**config.mk**
```make
export PLATFORM = sky130hd
export DESIGN_NAME = matrix_keypad_autorepeat_core
export DESIGN_NICKNAME = d
export VERILOG_FILES = /design/src/hw/rtl/mkar_pkg.sv /design/src/hw/rtl/mkar_cfg.sv /design/src/hw/rtl/mkar_engine.sv /design/src/hw/rtl/matrix_keypad_autorepeat_core.sv
export VERILOG_INCLUDE_DIRS = /design/src /design/src/hw/rtl
export SDC_FILE = /design/constraint.sdc
export NUM_CORES = 1
export LEC_CHECK = 0
export ABC_AREA = 1
export BUFFER_PORTS_ARGS = -buffer_cell sky130_fd_sc_hd__buf_2
export CAP_MARGIN = 40
export CORE_MARGIN = 2
export CORE_UTILIZATION = 57
export DETAILED_ROUTE_END_ITERATION = 16
export PLACE_DENSITY = 0.77
export SYNTH_ARGS = -nofsm -noshare
export SYNTH_HDL_FRONTEND = slang
export SYNTH_SLANG_ARGS = --single-unit
```
**constraint.sdc**
```tcl
create_clock -name clk -period 20.9 [get_ports clk]
set_clock_uncertainty 0.1 [all_clocks]
set_input_delay 4.18 -clock clk [delete_from_list [all_inputs] [get_ports clk]]
set_output_delay 4.18 -clock clk [all_outputs]
set_load 0.02 [all_outputs]
```
**src/hw/rtl/matrix_keypad_autorepeat_core_macros.svh**
```systemverilog
// assertion macros for the keypad autorepeat core
// used by the rtl files that check their own logic; empty bodies under synthesis
`ifndef MATRIX_KEYPAD_AUTOREPEAT_CORE_MACROS_SVH
`define MATRIX_KEYPAD_AUTOREPEAT_CORE_MACROS_SVH
`ifndef SYNTHESIS
`define MKAR_ASSERT(label, clk, rst_n, prop) \
	label: assert property (@(posedge clk) disable iff (!rst_n) (prop)) \
		else $error("mkar assertion failed");
`define MKAR_ASSERT_IMP(label, clk, rst_n, ante, cons) \
	label: assert property (@(posedge clk) disable iff (!rst_n) (ante) |-> (cons)) \
		else $error("mkar assertion failed");
`define MKAR_ASSERT_NEXT(label, clk, rst_n, ante, cons) \
	label: assert property (@(posedge clk) disable iff (!rst_n) (ante) |=> (cons)) \
		else $error("mkar assertion failed");
`else
`define MKAR_ASSERT(label, clk, rst_n, prop)
`define MKAR_ASSERT_IMP(label, clk, rst_n, ante, cons)
`define MKAR_ASSERT_NEXT(label, clk, rst_n, ante, cons)
`endif
`endif

```
**src/hw/rtl/mkar_pkg.sv**
```systemverilog
// shared types, constants and the key character map of the keypad autorepeat core
// no dependencies
package mkar_pkg;

	localparam int KEY_ROWS = 4;
	localparam int KEY_COLS = 4;
	localparam int NUM_KEYS = KEY_ROWS * KEY_COLS;
	localparam int KEY_IDX_W = $clog2(NUM_KEYS);

	localparam logic [15:0] SCAN_INTERVAL_RST = 16'd25;
	localparam logic [15:0] FIRST_REPEAT_RST = 16'd400;
	localparam logic [15:0] NEXT_REPEAT_RST = 16'd125;

	localparam int ADDR_W = 4;

	typedef enum logic [1:0] {
		REG_SCAN_INTERVAL = 2'd0,
		REG_FIRST_REPEAT = 2'd1,
		REG_NEXT_REPEAT = 2'd2
	} reg_idx_t;

	// column-major: bit col*4+row
	localparam logic [NUM_KEYS-1:0][7:0] KEY_MAP = {
		"H", "D", "T", "P",
		"Y", "9", "6", "3",
		"0", "8", "5", "2",
		"N", "7", "4", "1"
	};

	typedef struct packed {
		logic [15:0] scan_interval_ms;
		logic [15:0] first_repeat_ms;
		logic [15:0] next_repeat_ms;
	} cfg_t;

	typedef struct packed {
		logic [7:0] key_code;
		logic       beep;
		logic       click;
	} res_t;

	function automatic logic [7:0] key_char(input logic [KEY_IDX_W-1:0] idx);
		return KEY_MAP[idx];
	endfunction

endpackage

```
**src/hw/rtl/mkar_cfg.sv**
```systemverilog
// apb configuration registers of the keypad autorepeat core
// depends on mkar_pkg
module mkar_cfg (
	input  logic                        clk,
	input  logic                        arst_n,
	input  logic                        psel,
	input  logic                        penable,
	input  logic                        pwrite,
	input  logic [mkar_pkg::ADDR_W-1:0] paddr,
	input  logic [31:0]                 pwdata,
	output logic [31:0]                 prdata,
	output logic                        pready,
	output mkar_pkg::cfg_t              cfg
);

	mkar_pkg::cfg_t cfg_q;
	logic           wr_en;
	logic [1:0]     idx;

	assign pready = 1'b1;
	assign wr_en = psel && penable && pwrite;
	assign idx = paddr[3:2];
	assign cfg = cfg_q;

	always_ff @(posedge clk or negedge arst_n) begin
		if (!arst_n) begin
			cfg_q.scan_interval_ms <= mkar_pkg::SCAN_INTERVAL_RST;
			cfg_q.first_repeat_ms <= mkar_pkg::FIRST_REPEAT_RST;
			cfg_q.next_repeat_ms <= mkar_pkg::NEXT_REPEAT_RST;
		end else if (wr_en) begin
			case (idx)
				mkar_pkg::REG_SCAN_INTERVAL: cfg_q.scan_interval_ms <= pwdata[15:0];
				mkar_pkg::REG_FIRST_REPEAT: cfg_q.first_repeat_ms <= pwdata[15:0];
				mkar_pkg::REG_NEXT_REPEAT: cfg_q.next_repeat_ms <= pwdata[15:0];
				default: ;
			endcase
		end
	end

	always_comb begin
		case (idx)
			mkar_pkg::REG_SCAN_INTERVAL: prdata = {16'd0, cfg_q.scan_interval_ms};
			mkar_pkg::REG_FIRST_REPEAT: prdata = {16'd0, cfg_q.first_repeat_ms};
			mkar_pkg::REG_NEXT_REPEAT: prdata = {16'd0, cfg_q.next_repeat_ms};
			default: prdata = 32'd0;
		endcase
	end

endmodule

```
**src/hw/rtl/mkar_engine.sv**
```systemverilog
// scan and typematic repeat logic with its key state registers
// depends on mkar_pkg and the assertion macro header
`include "matrix_keypad_autorepeat_core_macros.svh"
module mkar_engine (
	input  logic                          clk,
	input  logic                          arst_n,
	input  logic                          step,
	input  logic [31:0]                   now_ms,
	input  logic [mkar_pkg::NUM_KEYS-1:0] pressed_keys,
	input  mkar_pkg::cfg_t                cfg,
	output mkar_pkg::res_t                res
);

	logic [7:0]  held_q;
	logic [31:0] press_q;
	logic        rep_q;
	logic [7:0]  reported_q;
	logic [31:0] last_scan_q;

	logic [7:0]  held_n;
	logic [31:0] press_n;
	logic        rep_n;
	logic [31:0] last_scan_n;

	logic [mkar_pkg::KEY_IDX_W-1:0] hi_idx;
	logic        any_key;
	logic        multi_key;
	logic [7:0]  new_char;
	logic        scan_due;
	logic        found;
	logic [31:0] scan_gap;
	logic [31:0] hold_gap;
	logic [15:0] wait_ms;
	logic [7:0]  held_s;
	logic [31:0] press_s;
	logic        rep_s;

	// highest pressed key wins
	always_comb begin
		hi_idx = '0;
		for (int i = 0; i < mkar_pkg::NUM_KEYS; i++) begin
			if (pressed_keys[i]) begin
				hi_idx = mkar_pkg::KEY_IDX_W'(i);
			end
		end
	end

	assign any_key = |pressed_keys;
	assign multi_key = |(pressed_keys & (pressed_keys - 1'b1));
	assign new_char = any_key ? mkar_pkg::key_char(hi_idx) : 8'd0;
	assign scan_gap = now_ms - last_scan_q;
	assign scan_due = scan_gap > {16'd0, cfg.scan_interval_ms};

	// state after the scan
	always_comb begin
		held_s = held_q;
		press_s = press_q;
		rep_s = rep_q;
		found = 1'b0;
		last_scan_n = last_scan_q;
		if (scan_due) begin
			last_scan_n = now_ms;
			held_s = new_char;
			found = any_key;
			if (!any_key) begin
				press_s = 32'd0;
				rep_s = 1'b0;
			end else if (multi_key || (new_char != held_q)) begin
				press_s = now_ms;
				rep_s = 1'b0;
			end
		end
	end

	assign wait_ms = rep_s ? cfg.next_repeat_ms : cfg.first_repeat_ms;
	assign hold_gap = now_ms - press_s;

	// report a change or a repeat
	always_comb begin
		held_n = held_s;
		press_n = press_s;
		rep_n = rep_s;
		res = '0;
		if (reported_q != held_s) begin
			res.key_code = held_s;
			res.beep = found;
		end else if ((held_s != 8'd0) && (hold_gap > {16'd0, wait_ms})) begin
			rep_n = 1'b1;
			press_n = now_ms;
			res.key_code = held_s;
			res.click = 1'b1;
		end
	end

	always_ff @(posedge clk or negedge arst_n) begin
		if (!arst_n) begin
			held_q <= 8'd0;
			press_q <= 32'd0;
			rep_q <= 1'b0;
			reported_q <= 8'd0;
			last_scan_q <= 32'd0;
		end else if (step) begin
			held_q <= held_n;
			press_q <= press_n;
			rep_q <= rep_n;
			reported_q <= held_n;
			last_scan_q <= last_scan_n;
		end
	end

	`MKAR_ASSERT(a_reported_tracks_held, clk, arst_n, reported_q == held_q)
	`MKAR_ASSERT_IMP(a_repeat_needs_key, clk, arst_n, rep_q, held_q != 8'd0)
	`MKAR_ASSERT_IMP(a_no_beep_and_click, clk, arst_n, step && res.beep, !res.click)
	`MKAR_ASSERT_NEXT(a_click_sets_repeat, clk, arst_n, step && res.click, rep_q && press_q == $past(now_ms))

endmodule

```
**src/hw/rtl/matrix_keypad_autorepeat_core.sv**
```systemverilog
// Matrix keypad scanner with typematic repeat.
// One poll item enters on the s_axis channel: tdata holds now_ms in bits 31:0 and
// the 16-bit key snapshot (bit col*4+row) in bits 47:32. Every poll gives exactly
// one result item on the m_axis channel: tdata is the key code (0 when nothing is
// reported), tuser bit 0 is beep (new key), bit 1 is click (auto-repeat).
// A poll is held in an input register, evaluated combinationally against the key
// state and written to the result register when it advances, which waits while a
// full result register waits on m_tready; one poll per cycle while s_tready is high.
// When m_tready is low a full result register holds; the input register still takes
// one more poll, and s_tready falls only while both registers are full.
// The three timing registers sit on the APB port at byte addresses 0, 4 and 8
// (scan interval, first repeat delay, repeat interval); pready is always high.
// Reset (arst_n low) clears the key state and both registers' valid flags and
// loads the timing registers with 25, 400 and 125 ms.
// depends on mkar_pkg, mkar_cfg, mkar_engine and the assertion macro header
module matrix_keypad_autorepeat_core (
	input  logic                        clk,
	input  logic                        arst_n,
	input  logic                        s_tvalid,
	output logic                        s_tready,
	input  logic [47:0]                 s_tdata,  // now_ms, pressed_keys
	output logic                        m_tvalid,
	input  logic                        m_tready,
	output logic [7:0]                  m_tdata,  // key_code
	output logic [1:0]                  m_tuser,  // beep, click
	input  logic                        psel,
	input  logic                        penable,
	input  logic                        pwrite,
	input  logic [mkar_pkg::ADDR_W-1:0] paddr,
	input  logic [31:0]                 pwdata,
	output logic [31:0]                 prdata,
	output logic                        pready
);

	mkar_pkg::cfg_t cfg;
	mkar_pkg::res_t res;

	logic                          valid_s1;
	logic [31:0]                   now_s1;
	logic [mkar_pkg::NUM_KEYS-1:0] keys_s1;
	logic                          valid_s2;
	mkar_pkg::res_t                res_s2;
	logic                          adv;
	logic                          in_fire;

	assign adv = valid_s1 && (!valid_s2 || m_tready);
	assign s_tready = !valid_s1 || adv;
	assign in_fire = s_tvalid && s_tready;

	mkar_cfg u_cfg (
		.clk     (clk),
		.arst_n  (arst_n),
		.psel    (psel),
		.penable (penable),
		.pwrite  (pwrite),
		.paddr   (paddr),
		.pwdata  (pwdata),
		.prdata  (prdata),
		.pready  (pready),
		.cfg     (cfg)
	);

	mkar_engine u_engine (
		.clk          (clk),
		.arst_n       (arst_n),
		.step         (adv),
		.now_ms       (now_s1),
		.pressed_keys (keys_s1),
		.cfg          (cfg),
		.res          (res)
	);

	always_ff @(posedge clk or negedge arst_n) begin
		if (!arst_n) begin
			valid_s1 <= 1'b0;
			valid_s2 <= 1'b0;
		end else begin
			if (s_tready) begin
				valid_s1 <= s_tvalid;
			end
			if (adv) begin
				valid_s2 <= 1'b1;
			end else if (m_tready) begin
				valid_s2 <= 1'b0;
			end
		end
	end

	always_ff @(posedge clk) begin
		if (in_fire) begin
			now_s1 <= s_tdata[31:0];
			keys_s1 <= s_tdata[47:32];
		end
		if (adv) begin
			res_s2 <= res;
		end
	end

	assign m_tvalid = valid_s2;
	assign m_tdata = res_s2.key_code;
	assign m_tuser = {res_s2.click, res_s2.beep};

endmodule
```
==> reports/metrics.cfg <==
[floorplan]
chipWidth_um = 159
initial_core_util_pct = 58.3
io_pins = 136
rows = 56
dieHeight_um = 159
die_area_um2 = 25300
coreArea_um2 = 23500

[synth]
ys_async_sr_fraction_pct = 68.0
synth-simple-area-share_pct = 28.2
synthCells = 1943
synth_compound_area_share_pct = 14.0
avgSynthCellArea_um2 = 7.07
synth-main-ff-cell = dfrtp_1
synthMuxAreaShare_pct = 0.0729
synthAdderAreaFrac_pct = 9.59
synth.yosys.warnings = 0
synth_top_family_by_area = simple AND/OR/NAND/NOR gates
yosysSeqAreaShare_pct = 35.2
synth_cell_types = 56
synth_xor_area_share_pct = 2.74
synth_edf_count = 58
synth.cell_area_um2 = 13700
synth-seq-cells = 181

[worst_setup_path]
critPathRequiredTime_ps = 21190
critPathMaxStageDelay_ps = 560
endpoint_kind = flip-flop
cp_num_buf_inv = 1
path_class = reg -> reg
crit-reg2reg-launch = now_s1[8]
path_common_cell = nand2_1
critical_path_arrival_ps = 10440
worstSetupStartpoint = now_s1[8]
start_kind = flip-flop
crit_slowest_cell = edfxtp_1
cp_max_fo = 34
cp_top_family = simple AND/OR/NAND/NOR gates

[route]
antenna_left = 0
drt_wl_total_um = 37500
drtIter0Drc = 1025
num_vias = 13000
via_per_inst = 5.48
wire_per_inst_um = 15.9
first_pass_iters = 7
drc = 0

[clock_tree]
path_clk_slew_ps = 90
cts_tree = built
h-tree-depth = 4
cts_setup_buffers = 0
cts_hold_buf = 0
cts_sinks = 181
cts_resized = 0
clk-insertion-delay-late_ps = 460
cts.path.max_buffers = 2
cts-root-buf = clkbuf_16
numCtsBuffers = 17

[layout]
syn_to_final_growth_pct = 10.8
num_antenna_cells = 0
fin_area_um2 = 15200
layout-drive-gt1-share_pct = 10.3
utilization_pct = 64.6
nets = 2225

[global_route]
grt_pass1_wl_um = 60700
grt.overflow.total = 0
grt_usage_pct = 29.7
antenna_found_initial = 0
grt_max_degree = 73
grt_pass1_vias = 12000

[run_status]
outcome = completed

[sta]
fmax_mhz = 98.5
tightest_slew_ps = 822
rsz0062_at_grt = false
post-route-period-util_pct = 48.6
finalSetupTns_ps = 0
period_minus_slack_ps = 10150
drv_slew = 0
hold_viol_final = 0
setup_viol = 0
max_slew_margin_pct = 45.0

[pwr]
leakagePower_uw = 0.00783
p_sw_uw = 618
power.density_nw_per_um2 = 94.4
p_int_uw = 818
netSwitchingFraction_pct = 43.0
seqPwrFrac_pct = 33.7
clock_power_share_pct = 24.5
ir_drop_mv = 0.0543
pwr-share-comb_pct = 41.9

[run]
cap_viol_max_count = 0

[min_path]
hp-class = reg -> reg
hp-start = u_engine.press_q[15]

[placement]
place.gp.congestion = 0.963
place_hpwl_um = 28600
place_area_um2 = 14600
portBuffers = 100

[registers in the layout, indices dropped and copies added (netlist names), 2 cells and up]
signal / count
u_engine.last_scan_q: 32
keys_s1: 16
u_engine.press_q: 32
u_engine.reported_q: 8
now_s1: 32
m_tdata: 8
u_cfg.cfg: 48
m_tuser: 2
[routing by layer]
metal / global-route usage, % / up-vias / wire length [um]
met5: 0 / - / 0
met4: 11.6 / 0 / 1200
met3: 4.77 / 74 / 2560
met2: 49.9 / 493 / 17600
met1: 38.7 / 5913 / 16200
li1: - / 6472 / -
[cells in the mapped netlist (10+ instances only)]
cell type    n  area share [%]
nand3_1     99             3.6
buf_4       17            0.93
clkbuf_1    33            0.90
xor2_1      32             2.0
edfxtp_1    58              13
o22ai_1     32             1.5
nor2_2      11            0.50
nand2_1    611              17
nor2_1     136             3.7
o21ai_0    145             5.3
a21oi_1     90             3.3
xnor2_1     11            0.70
dfrtp_1    111              20
dfstp_2     12             2.3
inv_2       15            0.41
nand4_1     21            0.96
o211ai_1    23             1.3
inv_1      264             7.2
buf_2       10            0.36
nor3_1      16            0.58
ha_1       102             9.3
[area by class of cell]
type | count | area, um^2
Fill cell | 2142 | 8340
Multi-Input combinational cell | 1431 | 7560
Sequential cell | 181 | 4830
Inverter | 282 | 1060
Timing Repair Buffer | 117 | 703
Clock buffer | 17 | 425
Tap cell | 319 | 399
Clock inverter | 15 | 228
[per-stage QoR]
stage	hold WS (ps)	total power [uW]	setup WS [ps]	cells
after global placement	362	1060	10890	2320
after CTS	387	1430	10970	2362
after global routing	402	1540	10000	2362
after detailed placement	365	1080	11030	2330
after floorplan	349	917	11550	1958
final	390	1440	10750	2362
[worst min-delay path: stages, from the launching register on]
cell and delay (ps):
dfrtp_1 350, nand2_1 60, nand2_1 60
[kinds of logic (layout without fill, tap and decap cells)]
logic type,Yosys count,after routing
AOI/OAI and AO/OA,339,339
xor gates and xnor gates,43,43
adders and majority gates,104,104
buffers and inverters,346,431
DFF,181,181
muxes,1,1
other,2,17
and+or+nand+nor,927,927
[placed cells by master (no fill, tap or decap), types with 58 or more instances in the layout]
| master | instances |
|---|---|
| nand3_1 | 99 |
| nand2_1 | 611 |
| buf_2 | 100 |
| dfrtp_1 | 111 |
| nor2_1 | 135 |
| edfxtp_1 | 58 |
| o21ai_0 | 145 |
| inv_1 | 263 |
| a21oi_1 | 90 |
| ha_1 | 102 |
[power by group through the flow]
stage / registers (uW) / logic, uW / clock network, uW
floorplan: 477 / 441 / 0
global placement: 487 / 571 / 0
detailed placement: 488 / 591 / 0
CTS: 482 / 597 / 355
global route: 490 / 678 / 370
finish: 483 / 601 / 351
[path summary, 6_finish.rpt]
path / endpoint / cells past startpoint / slack, ps
setup / recovery: u_engine.press_q[9] / 47 / 10750
min in group asynchronous: u_engine.reported_q[6] / 1 / 3650
max in group asynchronous: u_cfg.cfg[0] / 3 / 15960
setup reg to reg: u_engine.press_q[9] / 47 / 10750
hold / removal: u_engine.press_q[15] / 2 / 390
hold reg to reg: u_engine.press_q[15] / 2 / 390
Note: power is estimated with default switching activity, not from simulation.
